### src/btrd_pkg.sv
// ----------------------------------------------------------------------------
// btrd_pkg
// Shared types and constants for the radix digit packing core.
// ----------------------------------------------------------------------------
`default_nettype none

package btrd_pkg;

   // Default width of the value that is converted.
   localparam int VALUE_BITS_DEF = 31;

   // Quotient bits resolved by the divider in one cycle.
   localparam int STEP_BITS = 8;

   // Field widths.
   localparam int VALUE_W = 31;
   localparam int BASE_W  = 4;
   localparam int DIGIT_W = 4;
   localparam int PACK_W  = 31;

   // Legal radix range; codes outside it are clamped to the nearest end.
   localparam logic [BASE_W-1:0] RADIX_MIN = 4'd2;
   localparam logic [BASE_W-1:0] RADIX_MAX = 4'd10;

   // Largest packed value before saturation.
   localparam logic [PACK_W-1:0] PACK_LIMIT = 31'h7FFF_FFFF;

   // Input beat.
   typedef struct packed {
      logic [VALUE_W-1:0] value;
      logic [BASE_W-1:0]  base;
   } req_type;

   // Result beat.
   typedef struct packed {
      logic [PACK_W-1:0] packed_digits;
      logic              overflow;
   } rsp_type;

endpackage

`default_nettype wire

### src/btrd_div_step.sv
// ----------------------------------------------------------------------------
// btrd_div_step
// Restoring division step by a small radix: shifts STEP_BITS dividend bits
// through a narrow remainder and yields one quotient bit for each.
// ----------------------------------------------------------------------------
`default_nettype none

module btrd_div_step #(
   parameter int STEP_BITS = btrd_pkg::STEP_BITS
) (
   input  wire logic [btrd_pkg::BASE_W-1:0]  base,
   input  wire logic [btrd_pkg::DIGIT_W-1:0] rem_in,
   input  wire logic [STEP_BITS-1:0]         bits_in,
   output logic      [btrd_pkg::DIGIT_W-1:0] rem_out,
   output logic      [STEP_BITS-1:0]         quo_bits
);
   import btrd_pkg::*;

   // Each bit: append to the remainder, subtract the radix if it fits.
   always_comb begin
      logic [DIGIT_W:0] trial;
      logic [DIGIT_W-1:0] rem;
      rem      = rem_in;
      quo_bits = '0;
      for (int i = STEP_BITS - 1; i >= 0; i--) begin
         trial = {rem, bits_in[i]};
         if (trial >= {1'b0, base}) begin
            trial       = trial - {1'b0, base};
            quo_bits[i] = 1'b1;
         end
         rem = trial[DIGIT_W-1:0];
      end
      rem_out = rem;
   end

endmodule

`default_nettype wire

### src/binary_to_radix_digits_packed_core.sv
// ----------------------------------------------------------------------------
// binary_to_radix_digits_packed_core
// Converts a binary value to base-b digits by repeated division and packs
// the digits as decimal places, saturating at the signed 32-bit limit.
// ----------------------------------------------------------------------------
// Each base-b digit takes a pass of the shared 8-bit-per-cycle divider over
// the value; the digits are then packed, each read from the registered digit
// store and then accumulated, until the last digit or saturation, so that at
// most 11 digits are packed.
// One beat at a time: busy drops in the result strobe cycle; results never stall.
`default_nettype none

module binary_to_radix_digits_packed_core #(
   parameter int VALUE_BITS = btrd_pkg::VALUE_BITS_DEF
) (
   input  wire logic              clock,
   input  wire logic              reset,
   input  wire logic              start,
   output logic                   busy,
   input  wire btrd_pkg::req_type req_data,
   output logic                   rsp_strobe,
   output btrd_pkg::rsp_type      rsp_data
);
   import btrd_pkg::*;

   localparam int NSTEP = (VALUE_BITS + STEP_BITS - 1) / STEP_BITS;
   localparam int PW    = NSTEP * STEP_BITS;
   localparam int SCW   = (NSTEP > 1) ? $clog2(NSTEP) : 1;
   localparam int AW    = $clog2(VALUE_BITS);
   localparam int CW    = $clog2(VALUE_BITS + 1);
   localparam int SW    = PACK_W + 4;

   typedef enum logic [3:0] {
      ST_IDLE = 4'b0001,
      ST_DIV  = 4'b0010,
      ST_RD   = 4'b0100,
      ST_ACC  = 4'b1000
   } state_type;

   state_type          state_ff, state_in;
   logic [PW-1:0]      work_ff, work_in;
   logic [DIGIT_W-1:0] rem_ff, rem_in;
   logic [BASE_W-1:0]  base_ff, base_in;
   logic [SCW-1:0]     step_ff, step_in;
   logic [CW-1:0]      cnt_ff, cnt_in;
   logic [PACK_W-1:0]  acc_ff, acc_in;
   logic               strobe_ff, strobe_in;
   rsp_type            rsp_ff, rsp_in;
   logic [DIGIT_W-1:0] rd_data_ff;

   logic [DIGIT_W-1:0] dig_mem [VALUE_BITS];

   logic [DIGIT_W-1:0]   rem_next;
   logic [STEP_BITS-1:0] quo_bits;
   logic [CW-1:0]        cnt_dec;
   logic                 last_step;
   logic                 wr_en;
   logic [SW-1:0]        pack_sum;
   logic [BASE_W-1:0]    base_clamp;

   // Shared divider step.
   btrd_div_step #(
      .STEP_BITS (STEP_BITS)
   ) u_div_step (
      .base     (base_ff),
      .rem_in   (rem_ff),
      .bits_in  (work_ff[PW-1 -: STEP_BITS]),
      .rem_out  (rem_next),
      .quo_bits (quo_bits)
   );

   // Radix clamp into the legal range.
   always_comb begin
      if (req_data.base < RADIX_MIN) begin
         base_clamp = RADIX_MIN;
      end else if (req_data.base > RADIX_MAX) begin
         base_clamp = RADIX_MAX;
      end else begin
         base_clamp = req_data.base;
      end
   end

   assign cnt_dec   = cnt_ff - CW'(1);
   assign last_step = (step_ff == SCW'(NSTEP - 1));
   assign wr_en     = state_ff[1] && (work_ff != '0 || step_ff != '0) && last_step;
   // Decimal shift of the accumulator plus the next digit.
   assign pack_sum  = (SW'(acc_ff) << 3) + (SW'(acc_ff) << 1) + SW'(rd_data_ff);

   // Sequencer.
   always_comb begin
      state_in  = state_ff;
      work_in   = work_ff;
      rem_in    = rem_ff;
      base_in   = base_ff;
      step_in   = step_ff;
      cnt_in    = cnt_ff;
      acc_in    = acc_ff;
      strobe_in = 1'b0;
      rsp_in    = rsp_ff;
      case (state_ff)
         ST_IDLE: begin
            if (start) begin
               work_in  = PW'(VALUE_BITS'(req_data.value));
               base_in  = base_clamp;
               rem_in   = '0;
               step_in  = '0;
               cnt_in   = '0;
               acc_in   = '0;
               state_in = ST_DIV;
            end
         end
         ST_DIV: begin
            if (step_ff == '0 && work_ff == '0) begin
               // Quotient exhausted: pack the stored digits, or finish on zero.
               if (cnt_ff == '0) begin
                  strobe_in = 1'b1;
                  rsp_in    = '{packed_digits: '0, overflow: 1'b0};
                  state_in  = ST_IDLE;
               end else begin
                  state_in = ST_RD;
               end
            end else begin
               work_in = PW'({work_ff, quo_bits});
               if (last_step) begin
                  rem_in  = '0;
                  step_in = '0;
                  cnt_in  = cnt_ff + CW'(1);
               end else begin
                  rem_in  = rem_next;
                  step_in = step_ff + SCW'(1);
               end
            end
         end
         ST_RD: begin
            cnt_in   = cnt_dec;
            state_in = ST_ACC;
         end
         ST_ACC: begin
            if (pack_sum > SW'(PACK_LIMIT)) begin
               strobe_in = 1'b1;
               rsp_in    = '{packed_digits: PACK_LIMIT, overflow: 1'b1};
               state_in  = ST_IDLE;
            end else begin
               acc_in = pack_sum[PACK_W-1:0];
               if (cnt_ff == '0) begin
                  strobe_in = 1'b1;
                  rsp_in    = '{packed_digits: pack_sum[PACK_W-1:0], overflow: 1'b0};
                  state_in  = ST_IDLE;
               end else begin
                  state_in = ST_RD;
               end
            end
         end
         default: begin
            state_in = ST_IDLE;
         end
      endcase
   end

   // Control registers.
   always_ff @(posedge clock) begin
      if (reset) begin
         state_ff  <= ST_IDLE;
         strobe_ff <= 1'b0;
      end else begin
         state_ff  <= state_in;
         strobe_ff <= strobe_in;
      end
   end

   // Datapath registers.
   always_ff @(posedge clock) begin
      work_ff <= work_in;
      rem_ff  <= rem_in;
      base_ff <= base_in;
      step_ff <= step_in;
      cnt_ff  <= cnt_in;
      acc_ff  <= acc_in;
      rsp_ff  <= rsp_in;
   end

   // Digit store, least significant digit at the lowest address.
   always_ff @(posedge clock) begin
      if (wr_en) begin
         dig_mem[cnt_ff[AW-1:0]] <= rem_next;
      end
   end

   always_ff @(posedge clock) begin
      if (state_ff[2]) begin
         rd_data_ff <= dig_mem[cnt_dec[AW-1:0]];
      end
   end

   assign busy       = !state_ff[0];
   assign rsp_strobe = strobe_ff;
   assign rsp_data   = rsp_ff;

endmodule

`default_nettype wire

### config.mk
export PLATFORM = sky130hd
export DESIGN_NAME = binary_to_radix_digits_packed_core
export DESIGN_NICKNAME = d
export VERILOG_FILES = /design/src/btrd_pkg.sv /design/src/btrd_div_step.sv /design/src/binary_to_radix_digits_packed_core.sv
export SDC_FILE = /design/constraint.sdc
export NUM_CORES = 1
export LEC_CHECK = 0
export BUFFER_PORTS_ARGS = -buffer_cell sky130_fd_sc_hd__buf_2
export CORE_UTILIZATION = 62
export DETAILED_ROUTE_END_ITERATION = 6
export GPL_ROUTABILITY_DRIVEN = 1
export PLACE_DENSITY = 0.84
export SETUP_SLACK_MARGIN = 0.02
export SYNTH_ARGS = -nofsm -noshare
export SYNTH_HDL_FRONTEND = slang
export SYNTH_SLANG_ARGS = --single-unit
### constraint.sdc
create_clock -name clock -period 15.8 [get_ports clock]
set_input_delay 1.58 -clock clock [delete_from_list [all_inputs] [get_ports clock]]
set_output_delay 1.58 -clock clock [all_outputs]
set_load 0.03 [all_outputs]
# Yosys cells after proc, flatten, opt, wreduce, memory -nomap -nowiden
# Memory sizes are Yosys's and may differ from the RTL's. A register that Yosys moved wholly into a read port is not among the register bits.
# Cells that the tools add are included.
[op_classes]
add_sub_neg = 13
magnitude_cmp = 11
n_eq_ne = 12
n_mux = 51
n_reduce_logical = 21
[op_table]
columns = ["operator", "n"]
rows = [
  ["$mux 32", 6],
  ["$pmux 32 s2", 2],
  ["$mux 31", 2],
  ["$pmux 31 s2", 1],
  ["$mux 4", 15],
  ["$ge 5x4->1", 8],
  ["$add 34x32->35", 1],
  ["$add 35x4->35", 1],
  ["$gt 35x31->1 const B", 1],
  ["$logic_not 32->1", 1],
  ["$reduce_bool 32->1", 1],
  ["$sub 4x4->4", 8],
  ["$pmux 4 s4", 1],
  ["$mux 5", 3],
  ["$pmux 5 s3", 1],
  ["$mux 1", 13],
  ["$ne 2x2->1 const B", 6],
  ["$pmux 4 s2", 1],
  ["$reduce_and 4->1", 2],
  ["$reduce_bool 2->1", 4],
  ["$mux 2", 3],
  ["$reduce_and 3->1", 2],
  ["$add 5x1->5 const B", 1],
  ["$logic_not 5->1", 1],
  ["20 further kinds", 23],
]
[totals]
register_bits = 115
ramBits = 124
wordCells = 120
mem_count = 1
[mem_list]
columns = ["memory", "words", "width", "rd", "rd_ports_with_merged_regs", "wr", "line_no", "rtl"]
rows = [
  ["dig_mem", 31, 4, 1, 1, 1, "binary_to_radix_digits_packed_core.sv:51", "logic [DIGIT_W-1:0] dig_mem [VALUE_BITS];"],
]

# Depth between registers and ports, before layout
# Gate-level depths: netlist of the first run.
[logic_depth]
ltp_word = 19
mapped_depth = 62

# Hierarchy
# From an unflattened synthesis of the first run, not the netlist that was laid out.
[hier_totals]
cells_unflattened = 1164
area_unflattened_um2 = 13769.5
[by_module_without_submodules]
columns = ["mod", "n_inst", "cells_each", "area_per_inst_um2"]
rows = [
  ["binary_to_radix_digits_packed_core", 1, 937, 11990.2],
  ["btrd_div_step", 1, 227, 1779.2],
]

# Worst setup path after synthesis of the first run
# No wires, ideal clock.
[synth_path]
kind = "reg2reg"
from = "register base_ff[1]"
to = "memory dig_mem[0][0], data pin"
setup_ps = 371
arrival_time_ps = 12770
setup_slack_ps = 2659
stages_incl_launch_ff = 60
path_buffers = 0
cell_sequence = "edfxtp_1 inv_1 ha_1 nand2b_4 a21oi_2 a21oi_2 mux2_2 inv_1 ha_1 nor2b_4 o311ai_0 nand2_1 a21oi_4 mux2i_1 ha_1 a21oi_1 o21a_1 o31a_1 [... 24 more ...] a21oi_1 o211ai_1 o21a_4 mux2_4 inv_1 ha_1 o21ai_0 nand2b_1 a21o_1 a21oi_1 o211ai_4 mux2i_1 ha_1 a21o_1 a21o_1 a21oi_1 nand2_1 a21oi_1"
[synth_via]
elab_chain_len = 16
elab_cells_between_ends = 23
cone_classes = "add/sub: 7; order compare: 8; mux: 8"
[synth_lines]
columns = ["item", "line_no", "rtl"]
rows = [
  ["from (decl)", "binary_to_radix_digits_packed_core.sv:43", "logic [BASE_W-1:0] base_ff, base_in;"],
  ["from (signal assigned)", "binary_to_radix_digits_packed_core.sv:175", "base_ff <= base_in;"],
  ["$sub 4x4->4 / $ge 5x4->1 (equally long branches)", "btrd_div_step.sv:28, btrd_div_step.sv:27", ""],
  ["$mux 4", "btrd_div_step.sv:27", "if (trial >= {1'b0, base}) begin"],
  ["$sub 4x4->4 / $ge 5x4->1 (equally long branches)", "btrd_div_step.sv:28, btrd_div_step.sv:27", ""],
  ["$mux 4", "btrd_div_step.sv:27", ""],
  ["$sub 4x4->4 / $ge 5x4->1 (equally long branches)", "btrd_div_step.sv:28, btrd_div_step.sv:27", ""],
  ["$mux 4", "btrd_div_step.sv:27", ""],
  ["$ge 5x4->1 / $sub 4x4->4 (equally long branches)", "btrd_div_step.sv:27, btrd_div_step.sv:28", ""],
  ["$mux 4", "btrd_div_step.sv:27", ""],
  ["$sub 4x4->4 / $ge 5x4->1 (equally long branches)", "btrd_div_step.sv:28, btrd_div_step.sv:27", ""],
  ["$mux 4", "btrd_div_step.sv:27", ""],
  ["$sub 4x4->4 / $ge 5x4->1 (equally long branches)", "btrd_div_step.sv:28, btrd_div_step.sv:27", ""],
  ["$mux 4", "btrd_div_step.sv:27", ""],
  ["$sub 4x4->4 / $ge 5x4->1 (equally long branches)", "btrd_div_step.sv:28, btrd_div_step.sv:27", ""],
  ["$mux 4", "btrd_div_step.sv:27", ""],
  ["$ge 5x4->1 (*)", "btrd_div_step.sv:27", ""],
  ["$mux 4 (*)", "btrd_div_step.sv:27", ""],
  ["via rem_next[0]", "binary_to_radix_digits_packed_core.sv:53", "logic [DIGIT_W-1:0] rem_next;"],
  ["to (decl)", "binary_to_radix_digits_packed_core.sv:51", ""],
]
# The timed path passes the listed nets; every way through them passes the cells marked *.

# Final worst setup path of the first run
[layout_path]
from = "register base_ff[1]"
to = "memory dig_mem[30][0], data pin"
# Same word-level chain as after synthesis.

==> impl_results.md, run 1 <==
- Status: completed
- Detailed router's first-iteration violation count: 765
- H-tree Lvls: 1
- Area contributors post-synth: edfxtp_1, ha_1, mux4_2
- First-pass GRT wire length: 46300 um
- # hold bufs at CTS: 0
- Final net count: 1319
- Starting Density: 63.7%
- DRC: 0
- Most frequent cells after synthesis: edfxtp_1, nand2_1, nor2_1
- DP HPWL: 20300 um
- Die Wd: 150 um
- Most common cell in the netlist: edfxtp_1
- Critical path endpoint category: flip-flop
- Buffers on Ports: 71
- Area delta synth->final: 12.3%
- Area share of the largest cell type after synthesis: 52.9%
- DR WL/cell: 19.9 um
- WHS Endpoint: work_ff[14]
- Register area: 0.00725 mm^2
- Crit share post-route: 93.1%
- Worst Max-Slew Pin Slew: 1.05 ns
- Design area: 0.0152 mm^2
- Antenna violations before repair: 3
- Fin util: 71.5%
- Top FF cell, synth: edfxtp_1
- Detailed Routing Iterations Pass 1: 5
- R2R cell count: 59
- Vias in the first global route: 9014
- Fin Clk Skew: 0.0174 ns
- WL met2: 14400 um
- Crit-path max cell delay: 0.67 ns
- Cell taking the most area after synthesis: edfxtp_1
- Max clock buf depth: 3
- Layout fillers: 1415
- Post-Place Cell Area: 0.0142 mm^2
- Yosys cell types: 78
- Hold violation total from the final report: 0
- Cts bufs inserted: 26
- Via count: 9159
- Die area: 0.0224 mm^2
- Final Max Slew Viols: 0
- Worst skew pair latency: 0.54 ns
- # Max-Cap Violations: 0
- Clock slew at reported path FFs: 0.06 ns
- Worst path slowest cell: edfxtp_1
- Via/cell ratio: 6.24
- Core box area: 0.0212 mm^2
- Avg Cell Area, Syn: 12.3 um^2
- Reg-to-Reg Start: base_ff[1]
- Die height: 150 um
- Cells after Synth: 1094
- Min Tclk post-route: 14.70 ns
- Gr ovfl total: 0
- Final antenna-violating net count: 0
- Synth warnings: 0
- Hold Crit Class: flip-flop to flip-flop
- Crit path kind: flip-flop to flip-flop
- Hold Startpoint: work_ff[6]
- GP Congestion: 0.941
- GRT Resource Usage Total: 27.0%
- Cell count of the worst hold path: 2
- TritonCTS clock tree: yes
- Clock sink count: 243
- Clk root buf: clkbuf_16
- Layout cells sized above 1: 17.4%
- Worst-path fanout max: 31
- Ys async rst share: 0%
- RR Endpoint: dig_mem[30][0]
- Startpoint Class: flip-flop
- Fmax: 68.0 MHz
- Post-synthesis sequential area ratio: 53.6%
- Total Routed Length: 29200 um
- Post-synth EDFFs: 238
- Final TNS setup: 0 ns
- Mapped Area: 0.0135 mm^2
- Net Count, Synth: 1242
- Synth Register Bits: 243
- I/O Pins: 72
- Largest net degree at the start of global routing: 61
- Crit path arrival time: 14.93 ns
- Top layer used by detailed routing: met4
- FF-to-FF setup slack: 1.10 ns
- RSZ-0062 raised after global routing: false
- Metal3 WL: 1850 um
- Worst EP required: 16.03 ns
- Wl on met1: 12000 um
- Max_slew headroom: 30.0%
- Site Rows: 53
- Setup violators final: 0
- Most used cell, CP: ha_1
- Area of the multi-input gates: 0.00599 mm^2
==> cell usage in the layout, fill, tap and decap left out, types with 6 or more instances in the layout <==
master and instances:
a21o_1 32, a21oi_1 80, buf_2 71, buf_4 9, bufinv_16 7, clkbuf_16 26
edfxtp_1 238, fa_1 10, ha_1 99, inv_1 52, mux2_2 8, mux2i_1 12
mux4_2 36, nand2_1 119, nand2b_1 10, nand3_1 11, nand4_1 10, nor2_1 106
nor2b_1 6, nor3_1 15, nor4_1 10, o211ai_1 6, o21ai_0 34, o21bai_1 7
or3_1 6, xnor2_1 23, xor2_1 20
==> registers in the layout (all words and copies together), names as in the netlist <==
register    flops
step_ff         2
rd_data_ff      4
state_ff        4
acc_ff         31
rsp_data       32
cnt_ff          5
dig_mem       124
rem_ff          4
rsp_strobe      1
base_ff         4
work_ff        32
==> worst max path at each step <==
stage,start,end,slack (ns),depth (start not counted)
6_report,base_ff[1],dig_mem[30][0],1.10,59
5_1_grt,base_ff[1],dig_mem[26][0],0.04,59
3_3_place_gp,base_ff[1],dig_mem[4][0],1.58,59
4_1_cts,base_ff[1],dig_mem[21][2],0.88,57
3_5_place_dp,base_ff[1],dig_mem[16][2],0.91,59
2_1_floorplan,base_ff[1],dig_mem[0][0],2.66,59
==> cell type report <==
cell class                 instances  area share (%)
antenna                            3          0.0495
sequential                       243            47.8
clock buffer                      29            4.36
multi-input combinational        767            39.5
inverter                          53            1.31
tap                              275            2.27
clock inverter                    18            1.91
timing repair buffer              80            2.79
==> worst max-delay path, delay by kind of cell (launching register included) <==
family | cells | cell delay (ns)
fa+ha+maj | 8 | 2.49
compound gates | 29 | 6.71
flops | 1 | 0.67
mux | 4 | 1.46
simple gates | 13 | 2.31
buf+inv | 5 | 0.68
==> per-layer routing <==
layer  global-route usage (%)  vias up
li1                         -     4284
met5                        0        -
met3                     4.42       70
met4                     10.6        0
met1                     35.5     4468
met2                     45.0      337
==> repair_timing <==
action / in CTS / in global routing
resized for setup: 0 / 4
setup endpoints to repair: 0 / 124
setup buffers: 0 / 0
==> stage by stage <==
stage / std cells / hold slack, ns / worst slack, ns
after global routing: 1467 / 0.571 / 0.0393
after detailed placement: 1418 / 0.513 / 0.909
after floorplan: 1094 / 0.500 / 2.66
after CTS: 1465 / 0.547 / 0.884
final: 1468 / 0.553 / 1.10
after global placement: 1418 / 0.512 / 1.58
==> cells by family (layout without fill, tap and decap cells) <==
kind of cell	Yosys count	in the layout	share of synthesized area (%)
and+or+nand+nor	330	330	11.2
xor gates and xnor gates	43	43	2.79
DFF	243	243	53.6
muxes	60	60	7.98
other	0	3	0
adders and majority gates	110	110	10.7
buffers and inverters	84	180	2.36
AOI/OAI and AO/OA	224	224	11.2
Power of run 1 is not shown: default switching activity piles up to over one toggle a cycle in this logic, so the estimate is an artifact.
==> run 2, diff against run 1 <==
--- a/config.mk
+++ b/config.mk
@@ -6,10 +6,12 @@
 export NUM_CORES = 1
 export LEC_CHECK = 0
 export BUFFER_PORTS_ARGS = -buffer_cell sky130_fd_sc_hd__buf_2
+export CORE_ASPECT_RATIO = 0.6
 export CORE_UTILIZATION = 62
 export DETAILED_ROUTE_END_ITERATION = 6
 export GPL_ROUTABILITY_DRIVEN = 1
 export PLACE_DENSITY = 0.84
+export RECOVER_POWER = 100
 export SETUP_SLACK_MARGIN = 0.02
 export SYNTH_ARGS = -nofsm -noshare
 export SYNTH_HDL_FRONTEND = slang
==> impl_results.md, run 2 (same netlist as run 1, synthesis figures left out) <==
- Status: finished with violations
- DP HPWL: 22100 um
- Max_slew headroom: -108%
- Violations in the final reports: DRC, capacitance limit, slew limit
- Number of diodes: 0
- Crit share post-route: 93.0%
- Final std cells w/o fill: 1464
- Hold Crit Class: flip-flop to flip-flop
- Via/cell ratio: 6.39
- GRT Resource Usage Total: 28.5%
- Die Wd: 193 um
- Buffers on Ports: 71
- Final Max Slew Viols: 256
- Most common cell after layout, fill and taps aside: edfxtp_1
- Hold Startpoint: work_ff[19]
- Worst Max-Slew Pin Slew: 3.12 ns
- Detailed router's first-iteration violation count: 1078
- I/O Pins: 72
- Crit path from: base_ff[1]
- Hold violation total from the final report: 0
- Clock sink count: 243
- Reg-to-Reg Start: base_ff[1]
- Crit path kind: flip-flop to flip-flop
- Worst EP required: 16.02 ns
- Antenna violations before repair: 0
- First-pass GRT wire length: 48700 um
- Area delta synth->final: 10.2%
- Most used cell, CP: ha_1
- Gr ovfl total: 0
- Crit path arrival time: 14.92 ns
- Fmax: 68.0 MHz
- Number of flip-flops in the largest register: 124
- Min Tclk post-route: 14.70 ns
- Clk root buf: clkbuf_16
- DRC: 18
- Worst-path fanout max: 31
- Critical path endpoint category: flip-flop
- # hold bufs at CTS: 0
- Most frequent cells in the layout: edfxtp_1, nand2_1, nor2_1, ha_1, a21oi_1
- Final TNS setup: 0 ns
- Site Rows: 41
- Max clock buf depth: 3
- Hold Slack: 0.541 ns
- Via count: 9356
- Setup violators final: 0
- GP Congestion: 0.954
- Crit-path max cell delay: 0.64 ns
- Setup ws final: 1.10 ns
- Setup WS pre-CTS: 0.690 ns
- Fin Clk Skew: 0.0227 ns
- Core box area: 0.0212 mm^2
- Layout cells sized above 1: 12.8%
- Die area: 0.0224 mm^2
- Total Routed Length: 31500 um
- DR WL/cell: 21.5 um
- Largest net degree at the start of global routing: 53
- Final net count: 1320
- Layout fillers: 1467
- # Max-Cap Violations: 7
- Cts bufs inserted: 24
- Final antenna-violating net count: 0
- Starting Density: 63.8%
- Vias in the first global route: 8862
- Worst skew pair latency: 0.54 ns
- TritonCTS clock tree: yes
- Clock slew at reported path FFs: 0.06 ns
- Worst path slowest cell: a21oi_4
- Detailed Routing Iterations Pass 1: 7
- H-tree Lvls: 1
- RSZ-0062 raised after global routing: false
- Startpoint Class: flip-flop
- # placed instances: 1422
- Die height: 116 um
==> run 2: final timing paths <==
| kind | endpoint | slack [ns] | cells past startpoint |
|---|---|---|---|
| worst min register to register | work_ff[27] | 0.54 | 2 |
| worst min-delay path | work_ff[27] | 0.54 | 2 |
| worst max-delay path | dig_mem[28][0] | 1.10 | 58 |
| worst max register to register | dig_mem[28][0] | 1.10 | 58 |
==> run 2: worst max-delay path, delay by kind of cell, from the launching register on <==
kind / cells / cell delay, ns
compound gates: 31 / 7.63
fa+ha+maj: 8 / 2.54
simple gates: 11 / 1.76
mux: 3 / 1.21
buf+inv: 5 / 0.78
flops: 1 / 0.47
==> run 2: area by class of cell <==
cell class | instances | area, um^2 | area share, %
multi-input combinational | 768 | 5980 | 40.1
sequential | 243 | 7250 | 48.7
clock inverter | 10 | 136 | 0.916
inverter | 53 | 199 | 1.34
timing repair buffer | 82 | 364 | 2.45
tap | 279 | 349 | 2.34
clock buffer | 29 | 619 | 4.16
==> run 2: stage by stage <==
stage               instance area (um^2)  util (%)
finish                             14900      70.3
global route                       14900      70.3
CTS                                14900      70.5
detailed placement                 14200      67.0
global placement                   14200      67.0
floorplan                          13500         -
==> run 2: per-layer routing <==
metal  vias up  share of wire, %  track usage [%]
met1      4522                45             44.7
li1       4262                 -                -
met5         -                 0                0
met2       531                44             42.8
met4         0               1.4             4.67
met3        41               9.7             4.54
==> run 2: timing repair <==
action | CTS | global route
setup endpoints to repair | 0 | 124
resized for setup | 0 | 5
setup buffers | 0 | 2
Power of run 2 is left out for the same reason.
==> run 3, diff against run 2 <==
==> constraint.sdc (replaced) <==
create_clock -name clock -period 15.8 [get_ports clock]
set_input_delay 0 -clock clock [delete_from_list [all_inputs] [get_ports clock]]
set_output_delay 0 -clock clock [all_outputs]
set_load 0.03 [all_outputs]
==> impl_results.md, run 3 (same netlist as run 1, synthesis figures left out) <==
- Antenna violations before repair: 0
- Cell count of the worst hold path: 3
- FF-to-FF setup slack: 1.05 ns
- Area delta synth->final: 13.1%
- Layout fillers: 1415
- Worst skew pair latency: 0.54 ns
- Crit-path max cell delay: 0.64 ns
- RSZ-0062 raised after global routing: false
- Die Wd: 193 um
- Die height: 116 um
- DP HPWL: 22100 um
- Buffers on Ports: 71
- Gr ovfl total: 0
- Total Routed Length: 32700 um
- Most common cell after layout, fill and taps aside: edfxtp_1
- Detailed router's first-iteration violation count: 1005
- Critical path endpoint category: flip-flop
- WHS Endpoint: state_ff[3]
- GRT Resource Usage Total: 29.5%
- Number of flip-flops in the largest register: 124
- Final antenna-violating net count: 0
- R2R cell count: 57
- Fmax: 67.8 MHz
- Max_slew headroom: -105%
- Final Max Slew Viols: 256
- Detailed Routing Iterations Pass 1: 7
- Max clock buf depth: 3
- Hold Startpoint: reset
- Via count: 9576
- TritonCTS clock tree: yes
- DRC: 18
- Reg-to-Reg Start: base_ff[1]
- H-tree Lvls: 1
- Final net count: 1359
- Min Tclk post-route: 14.75 ns
- Violations in the final reports: DRC, capacitance limit, slew limit
- Setup ws final: 1.05 ns
- Die area: 0.0224 mm^2
- Cts bufs inserted: 24
- GP Congestion: 0.954
- Worst EP required: 16.03 ns
- Status: finished with violations
- Via/cell ratio: 6.37
- # Max-Cap Violations: 7
- Setup violators final: 0
- Startpoint Class: flip-flop
- Fin Clk Skew: 0.0241 ns
- First-pass GRT wire length: 50200 um
- Clk root buf: clkbuf_16
- Most used cell, CP: ha_1
- Crit share post-route: 93.3%
- Final TNS setup: 0 ns
- RR Endpoint: dig_mem[22][0]
- Number of diodes: 0
- I/O Pins: 72
- Largest net degree at the start of global routing: 53
- Setup WS pre-CTS: 0.690 ns
- Crit path arrival time: 14.98 ns
- Crit path kind: flip-flop to flip-flop
- Hold violation total from the final report: 0
- Vias in the first global route: 9206
- Starting Density: 63.8%
- Most frequent cells in the layout: edfxtp_1, nand2_1, nor2_1, ha_1, a21oi_1
- Core box area: 0.0212 mm^2
- Worst-path fanout max: 31
- Worst Max-Slew Pin Slew: 3.07 ns
- Clock slew at reported path FFs: 0.06 ns
- Clock sink count: 243
- DR WL/cell: 21.8 um
- Worst path slowest cell: a21oi_4
- Site Rows: 41
- Hold Crit Class: input pin to flip-flop
- Layout cells sized above 1: 12.7%
[run 3: final cells by class]
type | instances | area (um^2) | area share [%]
timing repair buffer | 121 | 758 | 4.96
clock inverter | 10 | 136 | 0.892
inverter | 53 | 199 | 1.30
tap | 279 | 349 | 2.28
clock buffer | 29 | 619 | 4.05
sequential | 243 | 7250 | 47.4
multi-input combinational | 768 | 5980 | 39.1
[run 3: repair_timing]
item                                   CTS  global route
hold buffers                            39             0
resized for setup                        0             5
buffers inserted                         0             2
endpoints found under the hold margin   40             0
setup endpoints to repair                0           124
[run 3: metrics by stage]
stage          util, %  std cells  area (um^2)  hold slack (ns)
4_1_cts           72.4       1500        15300            0.203
3_5_place_dp      67.0       1422        14200            0.223
5_1_grt           72.1       1503        15300            0.276
6_report          72.1       1503        15300            0.274
2_1_floorplan        -       1094        13500           0.0724
3_3_place_gp      67.0       1422        14200            0.224
[run 3: worst max-delay path by stage]
stage	from	to	depth (start not counted)
6_report	base_ff[1]	dig_mem[22][0]	57
2_1_floorplan	base_ff[1]	dig_mem[0][0]	59
5_1_grt	base_ff[1]	dig_mem[17][1]	57
3_5_place_dp	base_ff[1]	dig_mem[17][1]	58
3_3_place_gp	base_ff[1]	dig_mem[20][0]	59
4_1_cts	base_ff[1]	dig_mem[23][1]	58
[run 3: per-layer routing]
metal / up-vias / global-route usage [%] / wire, um
met4: 0 / 5.56 / 558
li1: 4349 / - / -
met5: - / 0 / 0
met2: 510 / 45.6 / 14600
met1: 4670 / 44.8 / 14700
met3: 47 / 4.75 / 2810
[run 3: critical path, delay by kind of cell (launching register included)]
kind / cells / cell delay, ns
buffers and inverters: 5 / 0.80
adders and majority gates: 8 / 2.58
AOI/OAI and AO/OA: 30 / 7.22
DFF: 1 / 0.47
muxes: 3 / 1.20
and+or+nand+nor: 11 / 2.18
Power of run 3 is left out for the same reason.
